`src/sv/handheld_timer_divider_unit_macros.svh`:
```
`ifndef HANDHELD_TIMER_DIVIDER_UNIT_MACROS_SVH
`define HANDHELD_TIMER_DIVIDER_UNIT_MACROS_SVH

// same-cycle implication, sampled on clk, off during reset
`define HTD_ASSERT_NOW(label, ante, cons, msg) \
    label: assert property (@(posedge clk) disable iff (!rst_n) (ante) |-> (cons)) \
        else $error(msg);

// next-cycle implication, sampled on clk, off during reset
`define HTD_ASSERT_NEXT(label, ante, cons, msg) \
    label: assert property (@(posedge clk) disable iff (!rst_n) (ante) |=> (cons)) \
        else $error(msg);

`endif

```
`src/sv/htd_pkg.sv`:
```
package htd_pkg;

    localparam int ACCUM_W = 11;

    localparam logic [1:0] OP_TICK  = 2'd0;
    localparam logic [1:0] OP_READ  = 2'd1;
    localparam logic [1:0] OP_WRITE = 2'd2;

    localparam logic [1:0] REG_DIVIDER = 2'd0;
    localparam logic [1:0] REG_COUNTER = 2'd1;
    localparam logic [1:0] REG_MODULO  = 2'd2;
    localparam logic [1:0] REG_CONTROL = 2'd3;

    localparam int CTRL_ENABLE_BIT = 2;

    localparam logic [15:0] DIVIDER_RESET = 16'hAB00;
    localparam logic [7:0]  CONTROL_RESET = 8'hF8;

    typedef struct packed {
        logic               ge;
        logic [ACCUM_W-1:0] accum;
        logic [7:0]         counter;
        logic               wrap;
    } htd_step_t;

    function automatic logic [ACCUM_W-1:0] period_of(input logic [1:0] sel);
        logic [ACCUM_W-1:0] p;
        unique case (sel)
            2'd0: p = 11'd1024;
            2'd1: p = 11'd16;
            2'd2: p = 11'd64;
            2'd3: p = 11'd256;
            default: p = 11'd1024;
        endcase
        return p;
    endfunction

endpackage

```
`src/sv/htd_period_unit.sv`:
```
module htd_period_unit (
    input  logic [htd_pkg::ACCUM_W-1:0] accum,
    input  logic [htd_pkg::ACCUM_W-1:0] period,
    input  logic [7:0]                  counter,
    input  logic [7:0]                  modulo,
    output htd_pkg::htd_step_t          step
);

    logic [7:0] counter_inc;

    assign counter_inc  = counter + 8'd1;
    assign step.ge      = (accum >= period);
    assign step.accum   = accum - period;
    assign step.wrap    = (counter_inc == 8'd0);
    assign step.counter = step.wrap ? modulo : counter_inc;

endmodule

```
`src/sv/handheld_timer_divider_unit.sv`:
```
// Channel   Dir  Bits              Contents
// s_axis    in   tdata[15:0]       wdata, dots
//                tuser[3:0]        op, reg_sel
// m_axis    out  tdata[15:0]       rdata, timer_irq
//
// Reads, writes and ticks with the timer off go from ST_IDLE through ST_FINISH into
// the output register. Enabled ticks go through ST_DRAIN first, making N counter
// increments, up to 79 at period 16; a single subtractor drains a period per cycle.
// s_axis_tready is high only while no item is in work; a finished result waits in
// the output register while the next item is taken. rst_n resets all but data regs.
`include "handheld_timer_divider_unit_macros.svh"

module handheld_timer_divider_unit (
    input  logic        clk,
    input  logic        rst_n,
    input  logic        s_axis_tvalid,
    output logic        s_axis_tready,
    input  logic [15:0] s_axis_tdata,   // [7:0] wdata, [15:8] dots
    input  logic [3:0]  s_axis_tuser,   // [1:0] op, [3:2] reg_sel
    output logic        m_axis_tvalid,
    input  logic        m_axis_tready,
    output logic [15:0] m_axis_tdata    // [7:0] rdata, [8] timer_irq, [15:9] zero
);

    typedef enum logic [1:0] {
        ST_IDLE,
        ST_DRAIN,
        ST_FINISH
    } state_t;

    state_t state_reg, state_next;

    logic [15:0]                  divider_reg, divider_next;
    logic [htd_pkg::ACCUM_W-1:0]  accum_reg, accum_next;
    logic [htd_pkg::ACCUM_W-1:0]  period_reg, period_next;
    logic [7:0]                   counter_reg, counter_next;
    logic [7:0]                   modulo_reg, modulo_next;
    logic [7:0]                   control_reg, control_next;
    logic [7:0]                   res_rdata_reg, res_rdata_next;
    logic                         res_irq_reg, res_irq_next;
    logic                         out_valid_reg, out_valid_next;
    logic [7:0]                   out_rdata_reg, out_rdata_next;
    logic                         out_irq_reg, out_irq_next;

    logic [1:0] op;
    logic [1:0] reg_sel;
    logic [7:0] wdata;
    logic [7:0] dots;
    logic       s_accept;
    logic       m_accept;

    htd_pkg::htd_step_t step;

    assign op       = s_axis_tuser[1:0];
    assign reg_sel  = s_axis_tuser[3:2];
    assign wdata    = s_axis_tdata[7:0];
    assign dots     = s_axis_tdata[15:8];

    assign s_axis_tready = (state_reg == ST_IDLE);
    assign s_accept      = s_axis_tvalid && s_axis_tready;
    assign m_axis_tvalid = out_valid_reg;
    assign m_accept      = out_valid_reg && m_axis_tready;
    assign m_axis_tdata  = {7'd0, out_irq_reg, out_rdata_reg};

    htd_period_unit u_period (
        .accum   (accum_reg),
        .period  (period_reg),
        .counter (counter_reg),
        .modulo  (modulo_reg),
        .step    (step)
    );

    always_comb
    begin
        state_next     = state_reg;
        divider_next   = divider_reg;
        accum_next     = accum_reg;
        period_next    = period_reg;
        counter_next   = counter_reg;
        modulo_next    = modulo_reg;
        control_next   = control_reg;
        res_rdata_next = res_rdata_reg;
        res_irq_next   = res_irq_reg;
        out_valid_next = out_valid_reg;
        out_rdata_next = out_rdata_reg;
        out_irq_next   = out_irq_reg;

        if (m_accept)
        begin
            out_valid_next = 1'b0;
        end

        unique case (state_reg)
            ST_IDLE:
            begin
                if (s_accept)
                begin
                    res_rdata_next = 8'd0;
                    res_irq_next   = 1'b0;
                    state_next     = ST_FINISH;
                    unique case (op)
                        htd_pkg::OP_TICK:
                        begin
                            divider_next = divider_reg + {8'd0, dots};
                            if (control_reg[htd_pkg::CTRL_ENABLE_BIT])
                            begin
                                accum_next  = accum_reg + {3'd0, dots};
                                period_next = htd_pkg::period_of(control_reg[1:0]);
                                state_next  = ST_DRAIN;
                            end
                        end
                        htd_pkg::OP_READ:
                        begin
                            unique case (reg_sel)
                                htd_pkg::REG_DIVIDER: res_rdata_next = divider_reg[15:8];
                                htd_pkg::REG_COUNTER: res_rdata_next = counter_reg;
                                htd_pkg::REG_MODULO:  res_rdata_next = modulo_reg;
                                htd_pkg::REG_CONTROL: res_rdata_next = control_reg;
                                default:              res_rdata_next = 8'd0;
                            endcase
                        end
                        htd_pkg::OP_WRITE:
                        begin
                            unique case (reg_sel)
                                htd_pkg::REG_DIVIDER:
                                begin
                                    divider_next = 16'd0;
                                    accum_next   = '0;
                                end
                                htd_pkg::REG_COUNTER: counter_next = wdata;
                                htd_pkg::REG_MODULO:  modulo_next  = wdata;
                                htd_pkg::REG_CONTROL: control_next = wdata;
                                default:              control_next = control_reg;
                            endcase
                        end
                        default:
                        begin
                            res_rdata_next = 8'd0;
                        end
                    endcase
                end
            end
            ST_DRAIN:
            begin
                if (step.ge)
                begin
                    accum_next   = step.accum;
                    counter_next = step.counter;
                    if (step.wrap)
                    begin
                        res_irq_next = 1'b1;
                    end
                end
                else
                begin
                    state_next = ST_FINISH;
                end
            end
            ST_FINISH:
            begin
                if (!out_valid_reg || m_axis_tready)
                begin
                    out_valid_next = 1'b1;
                    out_rdata_next = res_rdata_reg;
                    out_irq_next   = res_irq_reg;
                    state_next     = ST_IDLE;
                end
            end
            default:
            begin
                state_next = ST_IDLE;
            end
        endcase
    end

    always_ff @(posedge clk or negedge rst_n)
    begin
        if (!rst_n)
        begin
            state_reg     <= ST_IDLE;
            divider_reg   <= htd_pkg::DIVIDER_RESET;
            accum_reg     <= '0;
            counter_reg   <= 8'd0;
            modulo_reg    <= 8'd0;
            control_reg   <= htd_pkg::CONTROL_RESET;
            out_valid_reg <= 1'b0;
        end
        else
        begin
            state_reg     <= state_next;
            divider_reg   <= divider_next;
            accum_reg     <= accum_next;
            counter_reg   <= counter_next;
            modulo_reg    <= modulo_next;
            control_reg   <= control_next;
            out_valid_reg <= out_valid_next;
        end
    end

    always_ff @(posedge clk)
    begin
        period_reg    <= period_next;
        res_rdata_reg <= res_rdata_next;
        res_irq_reg   <= res_irq_next;
        out_rdata_reg <= out_rdata_next;
        out_irq_reg   <= out_irq_next;
    end

    `HTD_ASSERT_NEXT(a_drain_ends, (state_reg == ST_DRAIN) && !step.ge, state_reg == ST_FINISH, "drain did not end when remainder fell below period")
    `HTD_ASSERT_NEXT(a_access_finish, s_accept && (op != htd_pkg::OP_TICK), state_reg == ST_FINISH, "register access did not go straight to result")
    `HTD_ASSERT_NEXT(a_result_loaded, (state_reg == ST_FINISH) && (!out_valid_reg || m_axis_tready), out_valid_reg && (state_reg == ST_IDLE), "result not moved to output register")
    `HTD_ASSERT_NEXT(a_off_tick_hold, s_accept && (op == htd_pkg::OP_TICK) && !control_reg[htd_pkg::CTRL_ENABLE_BIT], $stable(accum_reg) && $stable(counter_reg), "disabled tick moved the timer")
    `HTD_ASSERT_NOW(a_irq_only_tick, m_axis_tvalid && m_axis_tdata[8], m_axis_tdata[7:0] == 8'd0, "interrupt flag on a non-tick result")

endmodule
```
`config.mk`:
```
export PLATFORM = sky130hd
export DESIGN_NAME = handheld_timer_divider_unit
export DESIGN_NICKNAME = d
export VERILOG_FILES = /design/src/sv/htd_pkg.sv /design/src/sv/htd_period_unit.sv /design/src/sv/handheld_timer_divider_unit.sv
export VERILOG_INCLUDE_DIRS = /design/src /design/src/sv
export SDC_FILE = /design/constraint.sdc
export NUM_CORES = 1
export LEC_CHECK = 0
export ABC_AREA = 1
export BUFFER_PORTS_ARGS = -buffer_cell sky130_fd_sc_hd__buf_2
export CAP_MARGIN = 10
export CELL_PAD_IN_SITES_DETAIL_PLACEMENT = 0
export CELL_PAD_IN_SITES_GLOBAL_PLACEMENT = 1
export CORE_MARGIN = 10
export CORE_UTILIZATION = 48
export CTS_CLUSTER_SIZE = 40
export DETAILED_ROUTE_END_ITERATION = 8
export PLACE_DENSITY = 0.91
export SYNTH_ARGS = -nofsm -noshare
export SYNTH_HDL_FRONTEND = slang
export SYNTH_SLANG_ARGS = --single-unit
```
`constraint.sdc`:
```
create_clock -name clk -period 4.4 [get_ports clk]
set_clock_uncertainty 0.15 [all_clocks]
set_input_delay 0.22 -clock clk [delete_from_list [all_inputs] [get_ports clk]]
set_output_delay 0.22 -clock clk [all_outputs]
set_load 0.01 [all_outputs]
```
==> flow_summary.json, run 1 <==
{
  "via_per_inst": 5.16,
  "cts_root_buf": "clkbuf_8",
  "totalWireLength_mm": 11.9,
  "multiInputGateArea_um2": 2460,
  "dieArea_um2": 14700,
  "clockBufferDepth": 2,
  "clk_latency_ns": 0.35,
  "drt_iter0_markers": 294,
  "pwr_density_cell_nw_per_um2": 573,
  "rows": 36,
  "cts_resized": 0,
  "combPwrFrac": 0.416,
  "nFillCells": 960,
  "pin_count": 42,
  "n_antenna_cell": 0,
  "post-dp-hpwl_mm": 9.14,
  "finalWorstSetupSlack_ns": 2.13,
  "wire_per_inst_um": 14.5,
  "crit_chain": "ha_1 > inv_1 > fa_1 > inv_1 > nand2_1 > o21ai_1 > nand3_1 > a21oi_1 > nor2_1 > nor3b_1",
  "p_int_mw": 1.75,
  "max_slew_margin": 0.513,
  "arrival_ns": 2.38,
  "finalCritPeriodShare": 0.517,
  "synth.most_common_cell": "nand2_1",
  "crit_path_max_fanout": 4,
  "drive_gt1_frac": 0.141,
  "timing.fmax_mhz": 440,
  "grt_pass1_wl_mm": 20.1,
  "grt_max_degree": 55,
  "cts-htree-levels": 3,
  "cts_tree": "built",
  "cpMostUsedCell": "inv_1",
  "power_mw": 3.10,
  "p_leak_nw": 2.67,
  "critPathMaxStageDelay_ns": 0.37,
  "netSwitchingFraction": 0.436,
  "synth_common_cells": "177 x nand2_1, 80 x inv_1, 57 x nor2_1",
  "cp_num_buf_inv": 2,
  "finalCriticalPeriod_ns": 2.27,
  "area_growth_pct": 9.84,
  "grt_antenna_before_repair": 0,
  "yosysWarningCount": 0,
  "ys_seq_elements": 76,
  "cp_top_family": "adder cells",
  "crit_path_end_kind": "flip-flop",
  "r2r-start": "divider_reg[0]$_DFFE_PN0P_",
  "cts_buffers": 9,
  "synth-main-ff-cell": "dfrtp_1",
  "setup.worst_path.start": "divider_reg[0]$_DFFE_PN0P_",
  "start_kind": "flip-flop",
  "grtUsageTotal": 0.167,
  "grt_pass1_vias": 4173,
  "gp_congestion": 0.888,
  "syn_inst": 643,
  "p_switching_mw": 1.35,
  "synth-edff-count": 22,
  "core-area_um2": 9860,
  "whs_path_depth": 3,
  "dr.pass1.iters": 5,
  "hold_viol_final": 0,
  "fin_setup_tns_ns": 0,
  "async_reset_ff_frac": 0.711,
  "ant_nets": 0,
  "die_x_um": 121,
  "post_synth_num_cell_types": 46,
  "yosysSeqAreaShare": 0.411,
  "ff_latch_area_um2": 2020,
  "pre_cts_ws_ns": 2.15,
  "synth_area_per_cell_um2": 7.65,
  "overflow": 0,
  "cts.sinks": 76,
  "yosys.area.top_type": "dfrtp_1",
  "peakVddDrop_mv": 0.238,
  "final_max_slew_viol_count": 0,
  "initial_core_util": 0.499,
  "nets": 730,
  "required_ns": 4.51,
  "cap_violations": 0,
  "seq_power_share": 0.403,
  "hold_start": "s_axis_tdata[3]",
  "vias": 4230,
  "synthTopCellsByArea": "dfrtp_1 22%, nand2_1 14%, edfxtp_1 13%",
  "netlist_area_um2": 4920,
  "largest_reg_flops": 16,
  "io_buffers": 34,
  "clk_pin_slew_ns": 0.09,
  "min_path_type": "primary input to flip-flop",
  "drcViolationCount": 0,
  "final_util": 0.548,
  "worst_pin_slew_ns": 0.731,
  "setup_viol": 0,
  "die_h_um": 121,
  "slowest_stage": "dfrtp_1",
  "synth_top_area_share": 0.224,
  "status": "completed",
  "grt_setup_unrepaired": "no",
  "path_class": "flip-flop to flip-flop",
  "cts_setup_buffers": 0,
  "crit_cells": 10,
  "rr_worst_depth": 10,
  "pwr-share-clk": 0.181
}
-- area by class of cell --
cell class	count	share of cell area
clock buffer	9	0.0229
clock inverter	7	0.0148
inverter	88	0.0621
multi-input combinational	468	0.455
sequential	76	0.375
tap	133	0.0308
timing repair buffer	39	0.0403
-- worst register-to-register path: stages (launching register included) --
cell and delay (ns):
dfrtp_1 0.37, ha_1 0.17, inv_1 0.06, fa_1 0.35
inv_1 0.07, nand2_1 0.06, o21ai_1 0.32, nand3_1 0.15
a21oi_1 0.19, nor2_1 0.06, nor3b_1 0.22
-- what timing repair did --
action | CTS | global route
endpoints found under the hold margin | 47 | 0
hold buffers | 4 | 0
setup endpoints to repair | 0 | 0
-- power by group through the flow --
stage | Sequential [mW] | Combinational, mW | Clock [mW]
global placement | 1.25 | 1.25 | 0
floorplan | 1.17 | 1.05 | 0
finish | 1.25 | 1.29 | 0.561
detailed placement | 1.26 | 1.28 | 0
global route | 1.28 | 1.50 | 0.605
CTS | 1.24 | 1.29 | 0.575
-- kinds of logic (layout without fill, tap and decap cells) --
logic type,Yosys count,after routing,synth area share
buffers and inverters,105,143,0.0938
other,1,7,0.000762
flip-flops,76,76,0.411
AND/OR/NAND/NOR,334,334,0.309
AO/OA/AOI/OAI,97,97,0.110
adder cells (fa/ha/maj),24,24,0.0641
XOR/XNOR,6,6,0.0107
-- stage by stage --
step	cell area (um^2)	hold slack [ns]	cells
floorplan	4940	-0.226	649
global placement	5160	0.251	800
detailed placement	5160	0.255	800
CTS	5400	0.0146	820
global route	5400	0.0332	820
finish	5400	0.0240	820
-- placed cells by master, fill, tap and decap left out, types with 6 or more instances in the layout --
cell,Yosys,final
a21oi_1,25,25
conb_1,1,7
nor2_4,7,7
clkbuf_8,1,9
nand2_1,177,177
ha_1,22,22
o21ai_0,40,40
nand4_1,12,12
edfxtp_1,22,22
inv_2,6,6
buf_2,3,34
dfstp_2,10,10
o21ai_1,11,11
nand2_2,6,6
nor2_1,57,57
nand3_1,47,47
nor3_1,7,7
dfrtp_1,44,44
inv_1,80,80
-- path summary, 6_finish.rpt --
path / end / slack (ns)
worst max-delay path: divider_reg[8]$_DFFE_PN1P_ / 2.13
worst max register to register: divider_reg[8]$_DFFE_PN1P_ / 2.13
min in group asynchronous: accum_reg[9]$_DFFE_PN0P_ / 0.39
max in group asynchronous: divider_reg[10]$_DFFE_PN0P_ / 3.22
worst min register to register: out_rdata_reg[0]$_DFFE_PP_ / 0.27
worst min-delay path: modulo_reg[3]$_DFFE_PN0P_ / 0.02
-- routing by layer --
metal  wire (um)  vias up  track usage
li1            -     2174            -
met5           0        -            0
met2        5290      109        0.264
met1        5780     1941        0.229
met3         721        6       0.0358
met4          70        0       0.0358
No activity file was read; power rests on OpenSTA's default activity.
==> run 2, diff against run 1 <==
--- a/config.mk
+++ b/config.mk
@@ -6,16 +6,16 @@
 export SDC_FILE = /design/constraint.sdc
 export NUM_CORES = 1
 export LEC_CHECK = 0
-export ABC_AREA = 1
+export ABC_AREA = 0
 export BUFFER_PORTS_ARGS = -buffer_cell sky130_fd_sc_hd__buf_2
 export CAP_MARGIN = 10
 export CELL_PAD_IN_SITES_DETAIL_PLACEMENT = 0
 export CELL_PAD_IN_SITES_GLOBAL_PLACEMENT = 1
 export CORE_MARGIN = 10
-export CORE_UTILIZATION = 48
+export CORE_UTILIZATION = 43
 export CTS_CLUSTER_SIZE = 40
 export DETAILED_ROUTE_END_ITERATION = 8
-export PLACE_DENSITY = 0.91
+export PLACE_DENSITY = 0.83
 export SYNTH_ARGS = -nofsm -noshare
 export SYNTH_HDL_FRONTEND = slang
 export SYNTH_SLANG_ARGS = --single-unit
==> constraint.sdc (replaced) <==
create_clock -name clk -period 1.9 [get_ports clk]
set_clock_uncertainty 0.15 [all_clocks]
set_input_delay 0.095 -clock clk [delete_from_list [all_inputs] [get_ports clk]]
set_output_delay 0.095 -clock clk [all_outputs]
set_load 0.01 [all_outputs]
==> flow_summary.json, run 2 <==
{
  "status": "complete, but fails checks",
  "violations": "negative setup slack",
  "synth_area_per_cell_um2": 10.4,
  "cts-htree-levels": 3,
  "wire_per_inst_um": 17.2,
  "totalWireLength_mm": 12.6,
  "grt_max_degree": 32,
  "async_reset_ff_frac": 0.711,
  "cts.sinks": 76,
  "synth_top_area_share": 0.240,
  "synth-main-ff-cell": "dfrtp_1",
  "grt_setup_unrepaired": "yes",
  "initial_core_util": 0.443,
  "via_per_inst": 5.46,
  "die_h_um": 123,
  "hold_viol_final": 0,
  "cts_root_buf": "clkbuf_8",
  "final_max_slew_viol_count": 0,
  "clockBufferDepth": 2,
  "die_x_um": 123,
  "post_synth_num_cell_types": 63,
  "syn_inst": 441,
  "clk_pin_slew_ns": 0.09,
  "dpl_cell_area_um2": 5680,
  "finalCritPeriodShare": 1.17,
  "area_growth_pct": 40.6,
  "overflow": 0,
  "timing.fmax_mhz": 451,
  "crit_path_end_kind": "flip-flop",
  "layout_commonest_cell": "buf_4",
  "cts_tree": "built",
  "r2r-start": "accum_reg[0]$_DFFE_PN0P_",
  "min_path_type": "primary input to flip-flop",
  "peakVddDrop_mv": 0.550,
  "dieArea_um2": 15200,
  "grtUsageTotal": 0.168,
  "clk_latency_ns": 0.37,
  "dr.pass1.iters": 4,
  "drt_iter0_markers": 268,
  "cap_violations": 0,
  "ant_nets": 0,
  "drcViolationCount": 0,
  "required_ns": 2.00,
  "synth-edff-count": 22,
  "arrival_ns": 2.32,
  "yosysSeqAreaShare": 0.441,
  "setup_viol": 31,
  "nets": 636,
  "layout_common_cells": "93 x buf_4, 41 x dfrtp_1, 34 x buf_2",
  "p_leak_nw": 2.77,
  "start_kind": "flip-flop",
  "power_mw": 8.43,
  "path_class": "flip-flop to flip-flop",
  "finalCriticalPeriod_ns": 2.22,
  "ys_seq_elements": 76,
  "synth_common_cells": "44 x dfrtp_1, 31 x o21ai_0, 26 x a21oi_1, 26 x nand2_1, 26 x nor2_1",
  "nFillCells": 839,
  "drive_gt1_frac": 0.430,
  "yosys.area.top_type": "dfrtp_1",
  "grt_pass1_wl_mm": 20.3,
  "pin_count": 42,
  "rows": 37,
  "cts_buffers": 9,
  "setup.worst_path.start": "accum_reg[0]$_DFFE_PN0P_",
  "grt_antenna_before_repair": 0,
  "post-dp-hpwl_mm": 9.08,
  "max_slew_margin": 0.672,
  "largest_reg_flops": 16,
  "worst_pin_slew_ns": 0.479,
  "hold_start": "s_axis_tuser[3]",
  "multiInputGateArea_um2": 2810,
  "final_util": 0.622,
  "grt_pass1_vias": 4078,
  "final_area_um2": 6450,
  "gp_congestion": 0.946,
  "synthTopCellsByArea": "dfrtp_1 24%, edfxtp_1 14%, ha_1 6.0%",
  "io_buffers": 34,
  "core-area_um2": 10400,
  "pwr_density_cell_nw_per_um2": 1310,
  "vias": 3983,
  "finalWorstSetupSlack_ns": -0.318,
  "yosysWarningCount": 0,
  "ff_latch_area_um2": 2030,
  "netlist_area_um2": 4590,
  "crit_path_max_fanout": 2,
  "synth.most_common_cell": "dfrtp_1"
}
run 2: cell count changes after synthesis, moves of 7 or more:
cell	previous run	this run
a211o_1	0	7
clkbuf_1	2	12
inv_1	80	24
mux2_2	0	17
mux4_2	0	8
nand2_1	177	26
nand3_1	47	13
nand4_1	12	5
nor2_1	57	26
nor2b_1	0	11
o21ai_0	40	31
o21ai_1	11	2
xnor2_1	4	12
xor2_1	2	10
run 2: kinds of logic after synthesis:
kind of cell / share of synthesized area
AOI/OAI and AO/OA: 0.178
and+or+nand+nor: 0.136
DFF: 0.441
buffers and inverters: 0.0461
muxes: 0.0875
adders and majority gates: 0.0687
xor gates and xnor gates: 0.0420
other: 0.000817
run 2: report_power, final:
| part | switching, mW | internal (mW) | leakage, nW |
|---|---|---|---|
| clock | 0.676 | 0.558 | 0.0881 |
| sequential | 0.474 | 2.32 | 0.860 |
| combinational | 2.08 | 2.32 | 1.82 |
run 2: through the flow:
step | instances | setup slack [ns] | setup TNS (ns) | hold slack, ns
2_1_floorplan | 447 | -0.402 | -3.55 | -0.351
3_3_place_gp | 690 | -0.321 | -7.04 | -0.0429
3_5_place_dp | 690 | -0.352 | -8.44 | -0.0411
4_1_cts | 724 | -0.306 | -4.21 | 0.0522
5_1_grt | 729 | -0.443 | -8.45 | 0.0724
6_report | 730 | -0.318 | -5.26 | 0.0656
run 2: worst max-delay path: stages (launching register included):
cell,delay [ns]
dfrtp_1,0.39
ha_2,0.19
fa_2,0.36
a21oi_2,0.15
o211ai_1,0.12
nor2_1,0.16
xor2_1,0.20
o22ai_1,0.11
mux2_2,0.27
run 2: area by class of cell:
type,count,area share
Antenna cell,1,0.000388
Clock buffer,10,0.0231
Timing Repair Buffer,152,0.180
Clock inverter,6,0.00679
Multi-Input combinational cell,325,0.435
Sequential cell,76,0.314
Tap cell,136,0.0264
Inverter,24,0.0140
run 2: path summary, 6_finish.rpt:
kind,endpoint,slack [ns],depth (start not counted)
worst max-delay path,accum_reg[6]$_DFFE_PN0P_,-0.32,8
worst min-delay path,divider_reg[13]$_DFFE_PN1P_,0.07,4
worst max register to register,accum_reg[6]$_DFFE_PN0P_,-0.32,8
worst min register to register,out_rdata_reg[6]$_DFFE_PP_,0.27,0
max in group asynchronous,control_reg[4]$_DFFE_PN1P_,1.11,3
min in group asynchronous,counter_reg[0]$_DFFE_PN0P_,0.08,3
run 2: repair_timing:
action,4_1_cts,5_1_grt
pin swaps,33,23
endpoints found under the hold margin,79,0
buffers inserted,6,6
endpoints found under the setup margin,52,47
gates resized for setup,58,23
hold buffers,12,0
run 2: routing by layer:
metal	global-route usage	routed length [um]	up-vias
met5	0	0	-
met3	0.0337	571	29
li1	-	-	1922
met4	0.0670	345	0
met2	0.277	5910	92
met1	0.211	5720	1940
==> run 3, diff against run 2 <==
--- a/config.mk
+++ b/config.mk
@@ -15,6 +15,7 @@
 export CORE_UTILIZATION = 43
 export CTS_CLUSTER_SIZE = 40
 export DETAILED_ROUTE_END_ITERATION = 8
+export MAX_ROUTING_LAYER = met4
 export PLACE_DENSITY = 0.83
 export SYNTH_ARGS = -nofsm -noshare
 export SYNTH_HDL_FRONTEND = slang
==> flow_summary.json, run 3 (same netlist as run 2, synthesis figures left out) <==
{
  "status": "complete, but fails checks",
  "violations": "negative setup slack",
  "die_x_um": 123,
  "cts_root_buf": "clkbuf_8",
  "gp_congestion": 0.972,
  "grtUsageTotal": 0.172,
  "finalCritPeriodShare": 1.20,
  "cts.sinks": 76,
  "final_util": 0.638,
  "totalWireLength_mm": 13.4,
  "drive_gt1_frac": 0.475,
  "grt_pass1_wl_mm": 20.1,
  "required_ns": 2.01,
  "die_h_um": 123,
  "grt_antenna_before_repair": 0,
  "dpl.cell_count": 691,
  "largest_reg_flops": 16,
  "peakVddDrop_mv": 0.595,
  "layout_common_cells": "90 x buf_4, 41 x dfrtp_1, 34 x buf_2",
  "clk_pin_slew_ns": 0.10,
  "hold_viol_final": 0,
  "arrival_ns": 2.39,
  "ant_nets": 0,
  "p_leak_nw": 2.84,
  "start_kind": "flip-flop",
  "final_max_slew_viol_count": 0,
  "finalCriticalPeriod_ns": 2.29,
  "min_path_type": "primary input to flip-flop",
  "pwr_density_cell_nw_per_um2": 1330,
  "stdcell_count": 734,
  "vias": 4058,
  "nets": 641,
  "pre_cts_ws_ns": -0.369,
  "worst_hold_slack_ns": 0.0621,
  "fin_setup_tns_ns": -12.98,
  "wire_per_inst_um": 18.2,
  "finalWorstSetupSlack_ns": -0.386,
  "grt_pass1_vias": 4074,
  "io_buffers": 34,
  "path_class": "flip-flop to flip-flop",
  "via_per_inst": 5.53,
  "initial_core_util": 0.443,
  "cts-htree-levels": 3,
  "overflow": 0,
  "setup_viol": 56,
  "timing.fmax_mhz": 437,
  "dr.pass1.iters": 5,
  "grt_setup_unrepaired": "yes",
  "drt_iter0_markers": 318,
  "drcViolationCount": 0,
  "final_area_um2": 6620,
  "cap_violations": 0,
  "clockBufferDepth": 2,
  "n_antenna_cell": 0,
  "clk_latency_ns": 0.38,
  "power_mw": 8.80,
  "cts_buffers": 9,
  "pin_count": 42,
  "post-dp-hpwl_mm": 9.31,
  "cts_tree": "built",
  "crit_path_max_fanout": 4,
  "grt_max_degree": 32,
  "rows": 37,
  "crit_path_end_kind": "flip-flop",
  "area_growth_pct": 44.2,
  "layout_commonest_cell": "buf_4",
  "dpl_cell_area_um2": 5680,
  "dieArea_um2": 15200,
  "core-area_um2": 10400
}
-- run 3: cell count changes in the layout (fill, tap and decap cells not counted), moves of 3 or more --
cell / before / now
o21ai_1: 17 / 13
o21ai_2: 4 / 9
ha_1: 11 / 7
inv_1: 23 / 19
buf_6: 10 / 16
a21oi_1: 14 / 10
a21oi_2: 12 / 16
buf_4: 93 / 90
-- run 3: power by group --
| part | internal, mW | switching (mW) | total, mW |
|---|---|---|---|
| Clock | 0.510 | 0.728 | 1.24 |
| Combinational | 2.50 | 2.25 | 4.75 |
| Sequential | 2.32 | 0.488 | 2.81 |
-- run 3: layer usage --
metal | routed length, um | track usage | share of wire
met2 | 6600 | 0.280 | 0.49
met1 | 5850 | 0.213 | 0.44
met4 | 266 | 0.0597 | 0.020
met3 | 660 | 0.0305 | 0.049
met5 | 0 | - | 0
-- run 3: final timing paths --
kind	from	to	slack (ns)	depth (start not counted)
setup reg to reg	accum_reg[0]$_DFFE_PN0P_	accum_reg[10]$_DFFE_PN0P_	-0.39	8
hold / removal	s_axis_tvalid	state_reg[1]$_DFFE_PN0P_	0.06	5
max in group asynchronous	rst_n	control_reg[4]$_DFFE_PN1P_	1.09	3
min in group asynchronous	rst_n	accum_reg[6]$_DFFE_PN0P_	0.10	3
setup / recovery	accum_reg[0]$_DFFE_PN0P_	accum_reg[10]$_DFFE_PN0P_	-0.39	8
hold reg to reg	res_rdata_reg[6]$_SDFFCE_PP0P_	out_rdata_reg[6]$_DFFE_PP_	0.28	0
-- run 3: area by class of cell --
type | count | area, um^2
tap | 136 | 170
inverter | 24 | 97.6
clock inverter | 7 | 63.8
timing repair buffer | 157 | 1250
clock buffer | 9 | 124
sequential | 76 | 2030
fill | 821 | 3750
multi-input combinational | 325 | 2890
-- run 3: worst max-delay path: stages, from the launching register on --
cell and delay [ns]:
dfrtp_1 0.41, ha_2 0.19, fa_2 0.35, a21oi_2 0.17, o211ai_1 0.15, o41a_1 0.40
nand3_1 0.12, o32a_1 0.15, o21ai_1 0.06
-- run 3: what timing repair did --
action / in CTS / in global routing
gates cloned: 0 / 1
pin swaps: 15 / 28
buffers inserted: 7 / 10
hold endpoints to repair: 79 / 0
hold buffers: 12 / 0
resized for setup: 36 / 79
setup endpoints to repair: 52 / 50
